==> src/i2crts_pkg.sv <==
package i2crts_pkg;

    localparam int IN_W  = 40;
    localparam int OUT_W = 32;

    localparam logic [1:0] OP_LOAD = 2'd0;
    localparam logic [1:0] OP_REQ  = 2'd1;
    localparam logic [1:0] OP_RESP = 2'd2;

    localparam logic [2:0] CMD_START  = 3'd0;
    localparam logic [2:0] CMD_STOP   = 3'd1;
    localparam logic [2:0] CMD_WRITE  = 3'd2;
    localparam logic [2:0] CMD_RD_ACK = 3'd3;
    localparam logic [2:0] CMD_RD_NAK = 3'd4;

    localparam logic [1:0] ST_DONE = 2'd0;
    localparam logic [1:0] ST_NAK  = 2'd1;
    localparam logic [1:0] ST_ARB  = 2'd2;
    localparam logic [1:0] ST_ERR  = 2'd3;

    typedef struct packed {
        logic [1:0] opcode;
        logic       is_read;
        logic [6:0] slave_addr;
        logic [7:0] reg_addr;
        logic [4:0] byte_count;
        logic [3:0] buf_index;
        logic [7:0] data_byte;
        logic       flag_nak;
        logic       flag_arb_lost;
        logic       flag_error;
    } t_item;

    typedef struct packed {
        logic       valid;
        logic       cmd_valid;
        logic [2:0] cmd_code;
        logic [7:0] cmd_byte;
        logic       use_mem;
        logic       rd_valid;
        logic [7:0] rd_byte;
        logic [3:0] rd_index;
        logic       xfer_done;
        logic [1:0] status;
    } t_result;

endpackage

==> src/i2crts_ctrl.sv <==
module i2crts_ctrl #(
    parameter int MAX_BYTES = 16,
    parameter int AW        = 4
) (
    input  logic                 i_clk,
    input  logic                 i_rst_n,
    input  logic                 i_accept,
    input  i2crts_pkg::t_item    i_item,
    output i2crts_pkg::t_result  o_res,
    output logic [AW-1:0]        o_rd_addr
);

    localparam logic [3:0] PH_IDLE   = 4'd0;
    localparam logic [3:0] PH_START  = 4'd1;
    localparam logic [3:0] PH_ADDRW  = 4'd2;
    localparam logic [3:0] PH_REGW   = 4'd3;
    localparam logic [3:0] PH_WDATA  = 4'd4;
    localparam logic [3:0] PH_RSTART = 4'd5;
    localparam logic [3:0] PH_ADDRR  = 4'd6;
    localparam logic [3:0] PH_RDATA  = 4'd7;
    localparam logic [3:0] PH_STOP   = 4'd8;

    localparam logic [8:0] MAX_W = 9'(MAX_BYTES);

    logic [3:0] r_phase, n_phase;
    logic       r_dir_read, n_dir_read;
    logic [6:0] r_dev_addr, n_dev_addr;
    logic [7:0] r_reg_byte, n_reg_byte;
    logic [4:0] r_count, n_count;
    logic [4:0] r_pos, n_pos;
    logic [1:0] r_held, n_held;

    logic [1:0]    st;
    logic [5:0]    pos_inc;
    logic [5:0]    pos_inc2;
    logic [5:0]    count6;
    logic [4:0]    req_count;
    logic [4:0]    rd_pos;
    logic [AW+4:0] rd_pos_ext;

    i2crts_pkg::t_result res;

    assign pos_inc    = 6'(r_pos) + 6'd1;
    assign pos_inc2   = 6'(r_pos) + 6'd2;
    assign count6     = 6'(r_count);
    assign rd_pos_ext = (AW+5)'(rd_pos);
    assign o_rd_addr  = rd_pos_ext[AW-1:0];
    assign o_res      = res;

    always_comb begin
        if (i_item.flag_nak) begin
            st = i2crts_pkg::ST_NAK;
        end else if (i_item.flag_arb_lost) begin
            st = i2crts_pkg::ST_ARB;
        end else if (i_item.flag_error) begin
            st = i2crts_pkg::ST_ERR;
        end else begin
            st = i2crts_pkg::ST_DONE;
        end
    end

    always_comb begin
        if (9'(i_item.byte_count) > MAX_W) begin
            req_count = 5'(MAX_BYTES);
        end else begin
            req_count = i_item.byte_count;
        end
        if (i_item.is_read && req_count == 5'd0) begin
            req_count = 5'd1;
        end
    end

    always_comb begin
        n_phase    = r_phase;
        n_dir_read = r_dir_read;
        n_dev_addr = r_dev_addr;
        n_reg_byte = r_reg_byte;
        n_count    = r_count;
        n_pos      = r_pos;
        n_held     = r_held;
        res        = '0;
        rd_pos     = 5'd0;

        if (i_item.opcode == i2crts_pkg::OP_REQ && r_phase == PH_IDLE) begin
            n_dir_read   = i_item.is_read;
            n_dev_addr   = i_item.slave_addr;
            n_reg_byte   = i_item.reg_addr;
            n_count      = req_count;
            n_pos        = 5'd0;
            n_held       = i2crts_pkg::ST_DONE;
            n_phase      = PH_START;
            res.valid    = 1'b1;
            res.cmd_valid = 1'b1;
            res.cmd_code = i2crts_pkg::CMD_START;
        end else if (i_item.opcode == i2crts_pkg::OP_RESP && r_phase != PH_IDLE) begin
            res.valid = 1'b1;
            case (r_phase)
                PH_START, PH_RSTART: begin
                    if (st != i2crts_pkg::ST_DONE) begin
                        res.xfer_done = 1'b1;
                        res.status    = st;
                        n_phase       = PH_IDLE;
                    end else begin
                        res.cmd_valid = 1'b1;
                        res.cmd_code  = i2crts_pkg::CMD_WRITE;
                        res.cmd_byte  = {r_dev_addr, (r_phase == PH_RSTART)};
                        n_phase       = (r_phase == PH_RSTART) ? PH_ADDRR : PH_ADDRW;
                    end
                end
                PH_ADDRW: begin
                    if (st != i2crts_pkg::ST_DONE) begin
                        res.cmd_valid = 1'b1;
                        res.cmd_code  = i2crts_pkg::CMD_STOP;
                        n_held        = st;
                        n_phase       = PH_STOP;
                    end else begin
                        res.cmd_valid = 1'b1;
                        res.cmd_code  = i2crts_pkg::CMD_WRITE;
                        res.cmd_byte  = r_reg_byte;
                        n_phase       = PH_REGW;
                    end
                end
                PH_REGW: begin
                    res.cmd_valid = 1'b1;
                    if (st != i2crts_pkg::ST_DONE) begin
                        res.cmd_code = i2crts_pkg::CMD_STOP;
                        n_held       = st;
                        n_phase      = PH_STOP;
                    end else if (r_dir_read) begin
                        res.cmd_code = i2crts_pkg::CMD_START;
                        n_phase      = PH_RSTART;
                    end else if (r_count == 5'd0) begin
                        res.cmd_code = i2crts_pkg::CMD_STOP;
                        n_held       = i2crts_pkg::ST_DONE;
                        n_phase      = PH_STOP;
                    end else begin
                        res.cmd_code = i2crts_pkg::CMD_WRITE;
                        res.use_mem  = 1'b1;
                        rd_pos       = 5'd0;
                        n_pos        = 5'd0;
                        n_phase      = PH_WDATA;
                    end
                end
                PH_WDATA: begin
                    res.cmd_valid = 1'b1;
                    if (st != i2crts_pkg::ST_DONE) begin
                        res.cmd_code = i2crts_pkg::CMD_STOP;
                        n_held       = st;
                        n_phase      = PH_STOP;
                    end else begin
                        n_pos = pos_inc[4:0];
                        if (pos_inc >= count6) begin
                            res.cmd_code = i2crts_pkg::CMD_STOP;
                            n_held       = i2crts_pkg::ST_DONE;
                            n_phase      = PH_STOP;
                        end else begin
                            res.cmd_code = i2crts_pkg::CMD_WRITE;
                            res.use_mem  = 1'b1;
                            rd_pos       = pos_inc[4:0];
                        end
                    end
                end
                PH_ADDRR: begin
                    res.cmd_valid = 1'b1;
                    if (st != i2crts_pkg::ST_DONE) begin
                        res.cmd_code = i2crts_pkg::CMD_STOP;
                        n_held       = st;
                        n_phase      = PH_STOP;
                    end else begin
                        n_pos        = 5'd0;
                        res.cmd_code = (r_count <= 5'd1) ? i2crts_pkg::CMD_RD_NAK
                                                         : i2crts_pkg::CMD_RD_ACK;
                        n_phase      = PH_RDATA;
                    end
                end
                PH_RDATA: begin
                    if (st != i2crts_pkg::ST_DONE) begin
                        res.xfer_done = 1'b1;
                        res.status    = st;
                        n_phase       = PH_IDLE;
                    end else begin
                        res.rd_valid  = 1'b1;
                        res.rd_byte   = i_item.data_byte;
                        res.rd_index  = r_pos[3:0];
                        res.cmd_valid = 1'b1;
                        n_pos         = pos_inc[4:0];
                        if (pos_inc >= count6) begin
                            res.cmd_code = i2crts_pkg::CMD_STOP;
                            n_held       = i2crts_pkg::ST_DONE;
                            n_phase      = PH_STOP;
                        end else begin
                            res.cmd_code = (pos_inc2 >= count6) ? i2crts_pkg::CMD_RD_NAK
                                                                : i2crts_pkg::CMD_RD_ACK;
                        end
                    end
                end
                default: begin
                    res.xfer_done = 1'b1;
                    res.status    = r_held;
                    n_phase       = PH_IDLE;
                end
            endcase
        end
    end

    always_ff @(posedge i_clk) begin
        if (!i_rst_n) begin
            r_phase    <= PH_IDLE;
            r_dir_read <= 1'b0;
            r_dev_addr <= '0;
            r_reg_byte <= '0;
            r_count    <= '0;
            r_pos      <= '0;
            r_held     <= i2crts_pkg::ST_DONE;
        end else if (i_accept) begin
            r_phase    <= n_phase;
            r_dir_read <= n_dir_read;
            r_dev_addr <= n_dev_addr;
            r_reg_byte <= n_reg_byte;
            r_count    <= n_count;
            r_pos      <= n_pos;
            r_held     <= n_held;
        end
    end

endmodule

==> src/i2c_register_transfer_sequencer_top.sv <==
// Sequences one I2C register read or write at a time over a byte-level bus controller.
// Every request (buffer load, transfer start or controller response) arrives on the slave
// stream, and each transfer start or response taken while it matters yields one result on
// the master stream: the next controller command, a received byte, or the end of the
// transfer with its status. One request is taken per clock cycle when the master side keeps
// up; each result is registered alongside the synchronous read of the write buffer memory,
// then registered again in the output register.
module i2c_register_transfer_sequencer_top #(
    parameter int MAX_BYTES = 16
) (
    input  logic                          i_clk,
    input  logic                          i_rst_n,
    input  logic                          i_s_axis_tvalid,
    output logic                          o_s_axis_tready,
    // is_read, slave_addr, reg_addr, byte_count, buf_index, data_byte, flag_nak,
    // flag_arb_lost, flag_error, zero fill.
    input  logic [i2crts_pkg::IN_W-1:0]   i_s_axis_tdata,
    // opcode.
    input  logic [1:0]                    i_s_axis_tuser,
    output logic                          o_m_axis_tvalid,
    input  logic                          i_m_axis_tready,
    // cmd_valid, cmd_code, cmd_byte, rd_valid, rd_byte, rd_index, xfer_done, status,
    // zero fill.
    output logic [i2crts_pkg::OUT_W-1:0]  o_m_axis_tdata
);

    localparam int AW = (MAX_BYTES > 1) ? $clog2(MAX_BYTES) : 1;
    localparam logic [8:0] MAX_W = 9'(MAX_BYTES);

    i2crts_pkg::t_item   item;
    i2crts_pkg::t_result res;
    i2crts_pkg::t_result r_s1;

    logic          accept;
    logic          s1_move;
    logic          r_s1_valid;
    logic          r_out_valid;
    logic [i2crts_pkg::OUT_W-1:0] r_out_data;
    logic [i2crts_pkg::OUT_W-1:0] n_out_data;
    logic [AW-1:0] rd_addr;
    logic [AW-1:0] wr_addr;
    logic [AW+3:0] wr_idx_ext;
    logic          wr_en;
    logic [7:0]    r_mem_q;
    logic [7:0]    cmd_byte;
    logic [7:0]    mem [MAX_BYTES];

    assign item.opcode        = i_s_axis_tuser;
    assign item.is_read       = i_s_axis_tdata[0];
    assign item.slave_addr    = i_s_axis_tdata[7:1];
    assign item.reg_addr      = i_s_axis_tdata[15:8];
    assign item.byte_count    = i_s_axis_tdata[20:16];
    assign item.buf_index     = i_s_axis_tdata[24:21];
    assign item.data_byte     = i_s_axis_tdata[32:25];
    assign item.flag_nak      = i_s_axis_tdata[33];
    assign item.flag_arb_lost = i_s_axis_tdata[34];
    assign item.flag_error    = i_s_axis_tdata[35];

    assign s1_move         = r_s1_valid && (!r_out_valid || i_m_axis_tready);
    assign o_s_axis_tready = i_rst_n && (!r_s1_valid || s1_move);
    assign accept          = i_s_axis_tvalid && o_s_axis_tready;

    i2crts_ctrl #(
        .MAX_BYTES(MAX_BYTES),
        .AW       (AW)
    ) u_ctrl (
        .i_clk    (i_clk),
        .i_rst_n  (i_rst_n),
        .i_accept (accept),
        .i_item   (item),
        .o_res    (res),
        .o_rd_addr(rd_addr)
    );

    assign wr_idx_ext = (AW+4)'(item.buf_index);
    assign wr_addr    = wr_idx_ext[AW-1:0];
    assign wr_en      = accept && item.opcode == i2crts_pkg::OP_LOAD
                        && 9'(item.buf_index) < MAX_W;

    always_ff @(posedge i_clk) begin
        if (wr_en) begin
            mem[wr_addr] <= item.data_byte;
        end
        if (accept) begin
            r_mem_q <= mem[rd_addr];
        end
    end

    always_ff @(posedge i_clk) begin
        if (!i_rst_n) begin
            r_s1_valid <= 1'b0;
        end else if (accept) begin
            r_s1_valid <= res.valid;
        end else if (s1_move) begin
            r_s1_valid <= 1'b0;
        end
    end

    always_ff @(posedge i_clk) begin
        if (accept) begin
            r_s1 <= res;
        end
    end

    assign cmd_byte   = r_s1.use_mem ? r_mem_q : r_s1.cmd_byte;
    assign n_out_data = {4'd0, r_s1.status, r_s1.xfer_done, r_s1.rd_index, r_s1.rd_byte,
                         r_s1.rd_valid, cmd_byte, r_s1.cmd_code, r_s1.cmd_valid};

    always_ff @(posedge i_clk) begin
        if (!i_rst_n) begin
            r_out_valid <= 1'b0;
        end else if (s1_move) begin
            r_out_valid <= 1'b1;
        end else if (i_m_axis_tready) begin
            r_out_valid <= 1'b0;
        end
    end

    always_ff @(posedge i_clk) begin
        if (s1_move) begin
            r_out_data <= n_out_data;
        end
    end

    assign o_m_axis_tvalid = r_out_valid;
    assign o_m_axis_tdata  = r_out_data;

endmodule

==> config.mk <==
export PLATFORM = sky130hd
export DESIGN_NAME = i2c_register_transfer_sequencer_top
export DESIGN_NICKNAME = d
export VERILOG_FILES = /design/src/i2crts_pkg.sv /design/src/i2crts_ctrl.sv /design/src/i2c_register_transfer_sequencer_top.sv
export SDC_FILE = /design/constraint.sdc
export NUM_CORES = 1
export LEC_CHECK = 0
export BUFFER_PORTS_ARGS = -buffer_cell sky130_fd_sc_hd__buf_2
export CORE_AREA = 5 5 166 168
export CTS_CLUSTER_DIAMETER = 200
export DETAILED_ROUTE_END_ITERATION = 8
export DIE_AREA = 0 0 171 173
export GPL_TIMING_DRIVEN = 0
export PLACE_DENSITY_LB_ADDON = 0.25
export SETUP_SLACK_MARGIN = 0.05
export SKIP_LAST_GASP = 1
export SLEW_MARGIN = 5
export SYNTH_ARGS = -nofsm -noshare
export SYNTH_HDL_FRONTEND = slang
export SYNTH_SLANG_ARGS = --single-unit
export TNS_END_PERCENT = 50
==> constraint.sdc <==
create_clock -name i_clk -period 6.9 [get_ports i_clk]
set_input_delay 0.345 -clock i_clk [delete_from_list [all_inputs] [get_ports i_clk]]
set_output_delay 0.345 -clock i_clk [all_outputs]
set_load 0.05 [all_outputs]
==> results of run 1 <==
-- state kept, by name, indices dropped and copies added (netlist names), 4 cells and up --
name / cells
r_s1: 9
r_mem_q: 8
n_out_data: 20
u_ctrl.r_dev_addr: 7
mem: 128
u_ctrl.r_pos: 5
o_m_axis_tdata: 28
u_ctrl.r_phase: 4
u_ctrl.r_count: 5
u_ctrl.r_reg_byte: 8
-- kinds of logic (layout without fill, tap and decap cells) --
| logic type | Yosys count | after routing | synth area share [%] |
|---|---|---|---|
| multiplexers | 69 | 69 | 7.22 |
| other | 1 | 4 | 0.0387 |
| adder cells (fa/ha/maj) | 12 | 12 | 1.55 |
| AND/OR/NAND/NOR | 216 | 216 | 11.4 |
| flip-flops | 227 | 227 | 66.8 |
| AO/OA/AOI/OAI | 137 | 137 | 10.3 |
| buffers and inverters | 45 | 162 | 2.26 |
| XOR/XNOR | 5 | 5 | 0.452 |
-- worst max-delay path, delay by kind of cell (launching register included) --
family	cells	cell delay [ps]
compound gates	3	890
buf+inv	6	1940
flops	1	480
mux	1	290
fa+ha+maj	1	330
simple gates	2	570
-- layout make-up --
cell class | instances | area [µm²] | area share (%)
multi-input combinational | 443 | 3020 | 26.8
sequential | 227 | 6480 | 57.5
buffer | 32 | 170 | 1.51
clock inverter | 10 | 70.1 | 0.622
tap | 335 | 419 | 3.72
inverter | 13 | 48.8 | 0.433
clock buffer | 36 | 707 | 6.27
timing repair buffer | 71 | 355 | 3.15
-- routing by layer --
layer / part of all wire [%] / vias to the layer above / GRT usage [%]
li1: - / 2894 / -
met1: 47 / 2877 / 21.2
met2: 46 / 171 / 24.0
met3: 5.0 / 31 / 2.01
met4: 2.0 / 0 / 3.57
met5: 0 / - / 0
-- where the power goes --
group,switching (µW),internal [µW]
sequential,4.72,1500
clock,523,717
combinational,65.2,26.4
total,593,2250
-- worst paths after layout --
check                      from                    to  slack [ps]  cells past startpoint
max             u_ctrl.r_pos[0]            r_mem_q[5]        2120                     13
min          i_s_axis_tdata[12]  u_ctrl.r_reg_byte[4]          80                      3
min reg2reg       n_out_data[2]     o_m_axis_tdata[2]         420                      0
max reg2reg     u_ctrl.r_pos[0]            r_mem_q[5]        2120                     13
-- cells in the final DEF, fill, tap and decap left out, types with 3 or more instances in the layout --
cell type and count:
sky130_fd_sc_hd__edfxtp_1 193, sky130_fd_sc_hd__buf_2 75, sky130_fd_sc_hd__nand2_1 67, sky130_fd_sc_hd__mux2i_1 61, sky130_fd_sc_hd__nor2_1 49, sky130_fd_sc_hd__dfxtp_1 34
sky130_fd_sc_hd__a21boi_0 26, sky130_fd_sc_hd__clkbuf_16 25, sky130_fd_sc_hd__clkbuf_1 23, sky130_fd_sc_hd__a21oi_1 20, sky130_fd_sc_hd__nor2b_1 19, sky130_fd_sc_hd__a211oi_1 19
sky130_fd_sc_hd__and2_1 12, sky130_fd_sc_hd__nor3_1 12, sky130_fd_sc_hd__nand2b_1 12, sky130_fd_sc_hd__inv_1 12, sky130_fd_sc_hd__ha_1 12, sky130_fd_sc_hd__nand3_1 10
sky130_fd_sc_hd__o21ai_0 10, sky130_fd_sc_hd__a21o_1 9, sky130_fd_sc_hd__a22oi_1 9, sky130_fd_sc_hd__o22ai_1 8, sky130_fd_sc_hd__mux2_2 8, sky130_fd_sc_hd__or3_1 7
sky130_fd_sc_hd__buf_4 6, sky130_fd_sc_hd__clkinv_2 6, sky130_fd_sc_hd__nand3b_1 5, sky130_fd_sc_hd__a211o_1 5, sky130_fd_sc_hd__o22a_1 4, sky130_fd_sc_hd__o221ai_1 4
sky130_fd_sc_hd__conb_1 4, sky130_fd_sc_hd__clkbuf_8 4, sky130_fd_sc_hd__buf_1 3, sky130_fd_sc_hd__o31ai_1 3, sky130_fd_sc_hd__a2111oi_0 3, sky130_fd_sc_hd__a31oi_1 3
sky130_fd_sc_hd__xnor2_1 3, sky130_fd_sc_hd__buf_6 3
-- stage by stage --
stage | setup WS [ps] | utilization (%) | total power [µW]
2_1_floorplan | 3200 | - | 1580
3_3_place_gp | 2140 | 40.7 | 1630
4_1_cts | 2110 | 43.7 | 2870
3_5_place_dp | 2140 | 40.7 | 1630
5_1_grt | 1920 | 43.7 | 2940
6_report | 2120 | 43.7 | 2840
==> impl_metrics.yaml, run 1 <==
status:
  run_status: "completed"
placement:
  placement.io_buffers: 71
  post-place-cells: 1121
  placedInstanceArea_mm2: 0.0105
  place_congestion: 0.881
  dp_hpwl_mm: 15.8
clock_tree:
  cts_resized: 0
  cts_hold_repair.buffers: 0
  tritoncts_num_sinks: 227
  clk_path_buf_depth: 3
  tritoncts_clock_tree: "done"
  post-cts-setup-buffer-count: 0
  ctsHtreeMaxLevel: 1
  worst_skew_pair.late_latency_ps: 530
  ctsRootBufferMaster: "sky130_fd_sc_hd__clkbuf_16"
  register_clock_pin_slew_on_the_reported_worst_setup_and_hold_paths_ps: 60
  cts_inserted_buffers: 25
detailed_routing:
  wl_per_cell_um: 19.2
  drt.antenna.violating_nets: 0
  total_wire_length_mm: 22.5
  average_via_count_per_standard_cell: 5.12
  post-route-drc-count: 0
  dr.pass1.iters: 5
  via_count: 5973
  detail_route.iter0.violations: 431
yosys:
  number_of_synthesized_flops_with_an_enable_pin: 193
  post_synth_cell_types: 66
  cell_types_with_the_largest_area_share_after_synthesis: "sky130_fd_sc_hd__edfxtp_1 (60%), sky130_fd_sc_hd__dfxtp_1 (7.0%), sky130_fd_sc_hd__mux2i_1 (6.3%)"
  synth-seq-area-share_pct: 66.8
  synth_top_area_share_pct: 59.8
  yosys-top-cells-count: "sky130_fd_sc_hd__edfxtp_1 (193), sky130_fd_sc_hd__nand2_1 (67), sky130_fd_sc_hd__mux2i_1 (61)"
  synth_area_mm2: 0.00970
  dominantRegCellSynth: "sky130_fd_sc_hd__edfxtp_1"
  synth_warnings: 0
  postSynthRegisterBits: 227
  yosysTopAreaCell: "sky130_fd_sc_hd__edfxtp_1"
  synth_async_sr_flop_share_pct: 0
  postSynthCellCount: 712
  syn_area_cell_um2: 13.6
  yosys.cell_count.top_type: "sky130_fd_sc_hd__edfxtp_1"
floorplan:
  core_area_mm2: 0.0258
  num_rows: 59
  initial_core_util_pct: 37.6
  fp.dieW_um: 171
  boundaryPins: 80
  die_height_um: 173
  fp.dieArea_mm2: 0.0296
timing:
  finClkSkew_ps: 17.0
  finalMaxSlewViolations: 0
  setup_violation_total_in_the_final_timing_report: 0
  timing.final.crit_share_pct: 69.3
  report.final.hold_viol_count: 0
  worst_pin_slew_ps: 1280
  rsz_0062_raised_after_global_routing: "no"
  fin_tns_setup_ps: 0
  timing.final.crit_period_ps: 4780
  timing.max_slew.rel_slack_pct: 13.3
  hold_slack_ps: 76.3
  achievable-frequency_mhz: 209
grt:
  via_count_of_the_first_global_routing_pass: 5870
  track_usage_pct: 14.8
  grt.overflow.total: 0
  number_of_antenna_violations_at_the_first_check_in_global_routing: 0
  grt_max_degree: 39
  grt_pass1_wl_mm: 34.2
power_and_ir_drop:
  vdd_ir_drop_max_v: 0.000183
  static_leakage_uw: 0.00365
  p_per_area_mw_per_mm2: 252
run:
  max_cap_viol_count: 0
setup_path:
  path_class: "flip-flop to flip-flop"
  worstSetupEndpointType: "flip-flop"
  critical_path.slowest_cell: "sky130_fd_sc_hd__a2111oi_4"
  critical_path.max_fanout: 10
  critPathArrivalTime_ps: 5030
  critical_path.startpoint_type: "flip-flop"
  cpPeakStageDelay_ps: 590
  critical_path.most_common_cell: "sky130_fd_sc_hd__buf_1"
  required_ps: 7150
  worstPathCellList: "buf_2 > buf_1 > buf_1 > inv_1 > ha_1 > and3b_1 > o21ai_1 > a2111oi_4 > buf_6 > buf_4 > mux2i_1 > o22ai_1 > or3_1"
final_layout:
  final_instance_count_without_filler_cells: 1167
  final_nets: 871
  area_delta_synth_final_pct: 16.2
  diodes: 0
  finalInstanceArea_mm2: 0.0113
  layout-drive-gt1-share_pct: 17.5
  fillCellCount: 2331
min_path:
  min-delay-path-class: "primary input to flip-flop"
Note: power is estimated with default switching activity, not from simulation.
==> run 2, diff against run 1 <==
==> constraint.sdc (replaced) <==
create_clock -name i_clk -period 4.8 [get_ports i_clk]
set_input_delay 0.24 -clock i_clk [delete_from_list [all_inputs] [get_ports i_clk]]
set_output_delay 0.24 -clock i_clk [all_outputs]
set_load 0.05 [all_outputs]
==> impl_metrics.yaml, run 2 (synthesized netlist as in run 1, its figures left out) <==
status:
  run_status: "completed"
clock_tree:
  tritoncts_clock_tree: "done"
  worst_skew_pair.late_latency_ps: 530
  cts_inserted_buffers: 25
  tritoncts_num_sinks: 227
  register_clock_pin_slew_on_the_reported_worst_setup_and_hold_paths_ps: 60
  ctsHtreeMaxLevel: 1
  ctsRootBufferMaster: "sky130_fd_sc_hd__clkbuf_16"
  clk_path_buf_depth: 3
  post-cts-setup-buffer-count: 0
timing:
  achievable-frequency_mhz: 220
  timing.final.crit_period_ps: 4550
  finClkSkew_ps: 17.1
  setup_violation_total_in_the_final_timing_report: 0
  rsz_0062_raised_after_global_routing: "no"
  fin_tns_setup_ps: 0
  timing.final.crit_share_pct: 94.8
  finalMaxSlewViolations: 0
  report.final.hold_viol_count: 0
  timing.max_slew.rel_slack_pct: 12.5
  worst_pin_slew_ps: 1290
grt:
  grt_max_degree: 39
  number_of_antenna_violations_at_the_first_check_in_global_routing: 0
  track_usage_pct: 14.9
  via_count_of_the_first_global_routing_pass: 5940
  grt.overflow.total: 0
  grt_pass1_wl_mm: 34.4
final_layout:
  seqCellArea_mm2: 0.00648
  fillCellCount: 2313
  largest_register: "mem"
  area_delta_synth_final_pct: 17.9
  finalInstanceArea_mm2: 0.0114
  largest_reg_flops: 128
  layout-drive-gt1-share_pct: 17.3
  finish.utilization_pct: 44.4
  diodes: 0
  layout_commonest_cell: "sky130_fd_sc_hd__edfxtp_1"
  multi_input_area_mm2: 0.00302
  final_nets: 887
  final_cell_mix: "sky130_fd_sc_hd__edfxtp_1 (193), sky130_fd_sc_hd__buf_2 (76), sky130_fd_sc_hd__nand2_1 (67)"
floorplan:
  die_height_um: 173
  fp.dieW_um: 171
  initial_core_util_pct: 37.6
  num_rows: 59
  boundaryPins: 80
  fp.dieArea_mm2: 0.0296
  core_area_mm2: 0.0258
power_and_ir_drop:
  vdd_ir_drop_max_v: 0.000263
  p_per_area_mw_per_mm2: 358
  static_leakage_uw: 0.00372
min_path:
  min-delay-path-class: "primary input to flip-flop"
setup_path:
  critical_path.max_fanout: 10
  path_class: "flip-flop to flip-flop"
  worstSetupEndpointType: "flip-flop"
  worstPathCellList: "buf_2 > buf_1 > buf_2 > inv_1 > ha_1 > and3b_1 > o21ai_1 > a2111oi_4 > buf_6 > buf_4 > mux2i_1 > o22ai_1 > or3_1"
  required_ps: 5050
  critical_path.most_common_cell: "sky130_fd_sc_hd__buf_2"
  critPathArrivalTime_ps: 4800
  critical_path.startpoint_type: "flip-flop"
  critical_path.slowest_cell: "sky130_fd_sc_hd__a2111oi_4"
  cpPeakStageDelay_ps: 590
detailed_routing:
  drt.antenna.violating_nets: 0
  average_via_count_per_standard_cell: 5.10
  total_wire_length_mm: 22.6
  wl_per_cell_um: 19.1
  via_count: 6037
  post-route-drc-count: 0
  detail_route.iter0.violations: 395
  dr.pass1.iters: 5
placement:
  dp_hpwl_mm: 15.8
  place_congestion: 0.881
  placement.io_buffers: 71
  placedInstanceArea_mm2: 0.0105
run:
  max_cap_viol_count: 0
run 2: changes by cell type in the layout (fill, tap and decap cells not counted), sizes merged:
cell	previous run	this run
dlygate4sd3	0	16
run 2: what timing repair did:
item / in CTS / in global routing
hold endpoints to repair: 16 / 0
setup endpoints to repair: 4 / 0
hold buffers: 16 / 0
resized for setup: 1 / 0
run 2: path summary, 6_finish.rpt:
path	from	depth (start not counted)	slack [ps]	endpoint
worst max-delay path	u_ctrl.r_pos[0]	13	250	r_mem_q[5]
worst min-delay path	i_s_axis_tdata[6]	3	30	u_ctrl.r_dev_addr[5]
worst max register to register	u_ctrl.r_pos[0]	13	250	r_mem_q[5]
worst min register to register	n_out_data[2]	0	420	o_m_axis_tdata[2]
run 2: power by group:
| part | internal, µW | switching [µW] |
|---|---|---|
| logic | 46.4 | 95.8 |
| clock network | 1030 | 752 |
| registers | 2160 | 6.73 |
run 2: cell type report:
| class | count | area share (%) |
|---|---|---|
| inverters | 13 | 0.427 |
| well taps | 335 | 3.67 |
| repair buffers | 87 | 4.51 |
| plain buffers | 32 | 1.50 |
| clock buffers | 36 | 6.19 |
| clock inverters | 10 | 0.613 |
| flip-flops and latches | 227 | 56.7 |
| multi-input cells | 443 | 26.4 |
run 2: metrics by stage:
step | hold slack, ps | worst slack (ps) | instances | power, µW
final | 29.4 | 252 | 1183 | 4090
after global routing | 25.7 | 62.4 | 1183 | 4240
after CTS | 5.17 | 239 | 1183 | 4130
after detailed placement | 405 | 42.3 | 1121 | 2340
after global placement | 401 | 37.4 | 1121 | 2340
after floorplan | 339 | 1100 | 715 | 2270
run 2: metal layers:
metal,global-route usage [%],vias to the layer above,routed length (µm)
li1,-,2925,-
met1,21.3,2925,10700
met2,24.2,156,10400
met3,2.01,31,1060
met4,3.57,0,455
met5,0,-,0
run 2: critical path, delay by kind of cell (launching register included):
kind,cells,cell delay (ps)
flops,1,480
buf+inv,6,1740
fa+ha+maj,1,310
simple gates,2,570
compound gates,3,890
mux,1,290
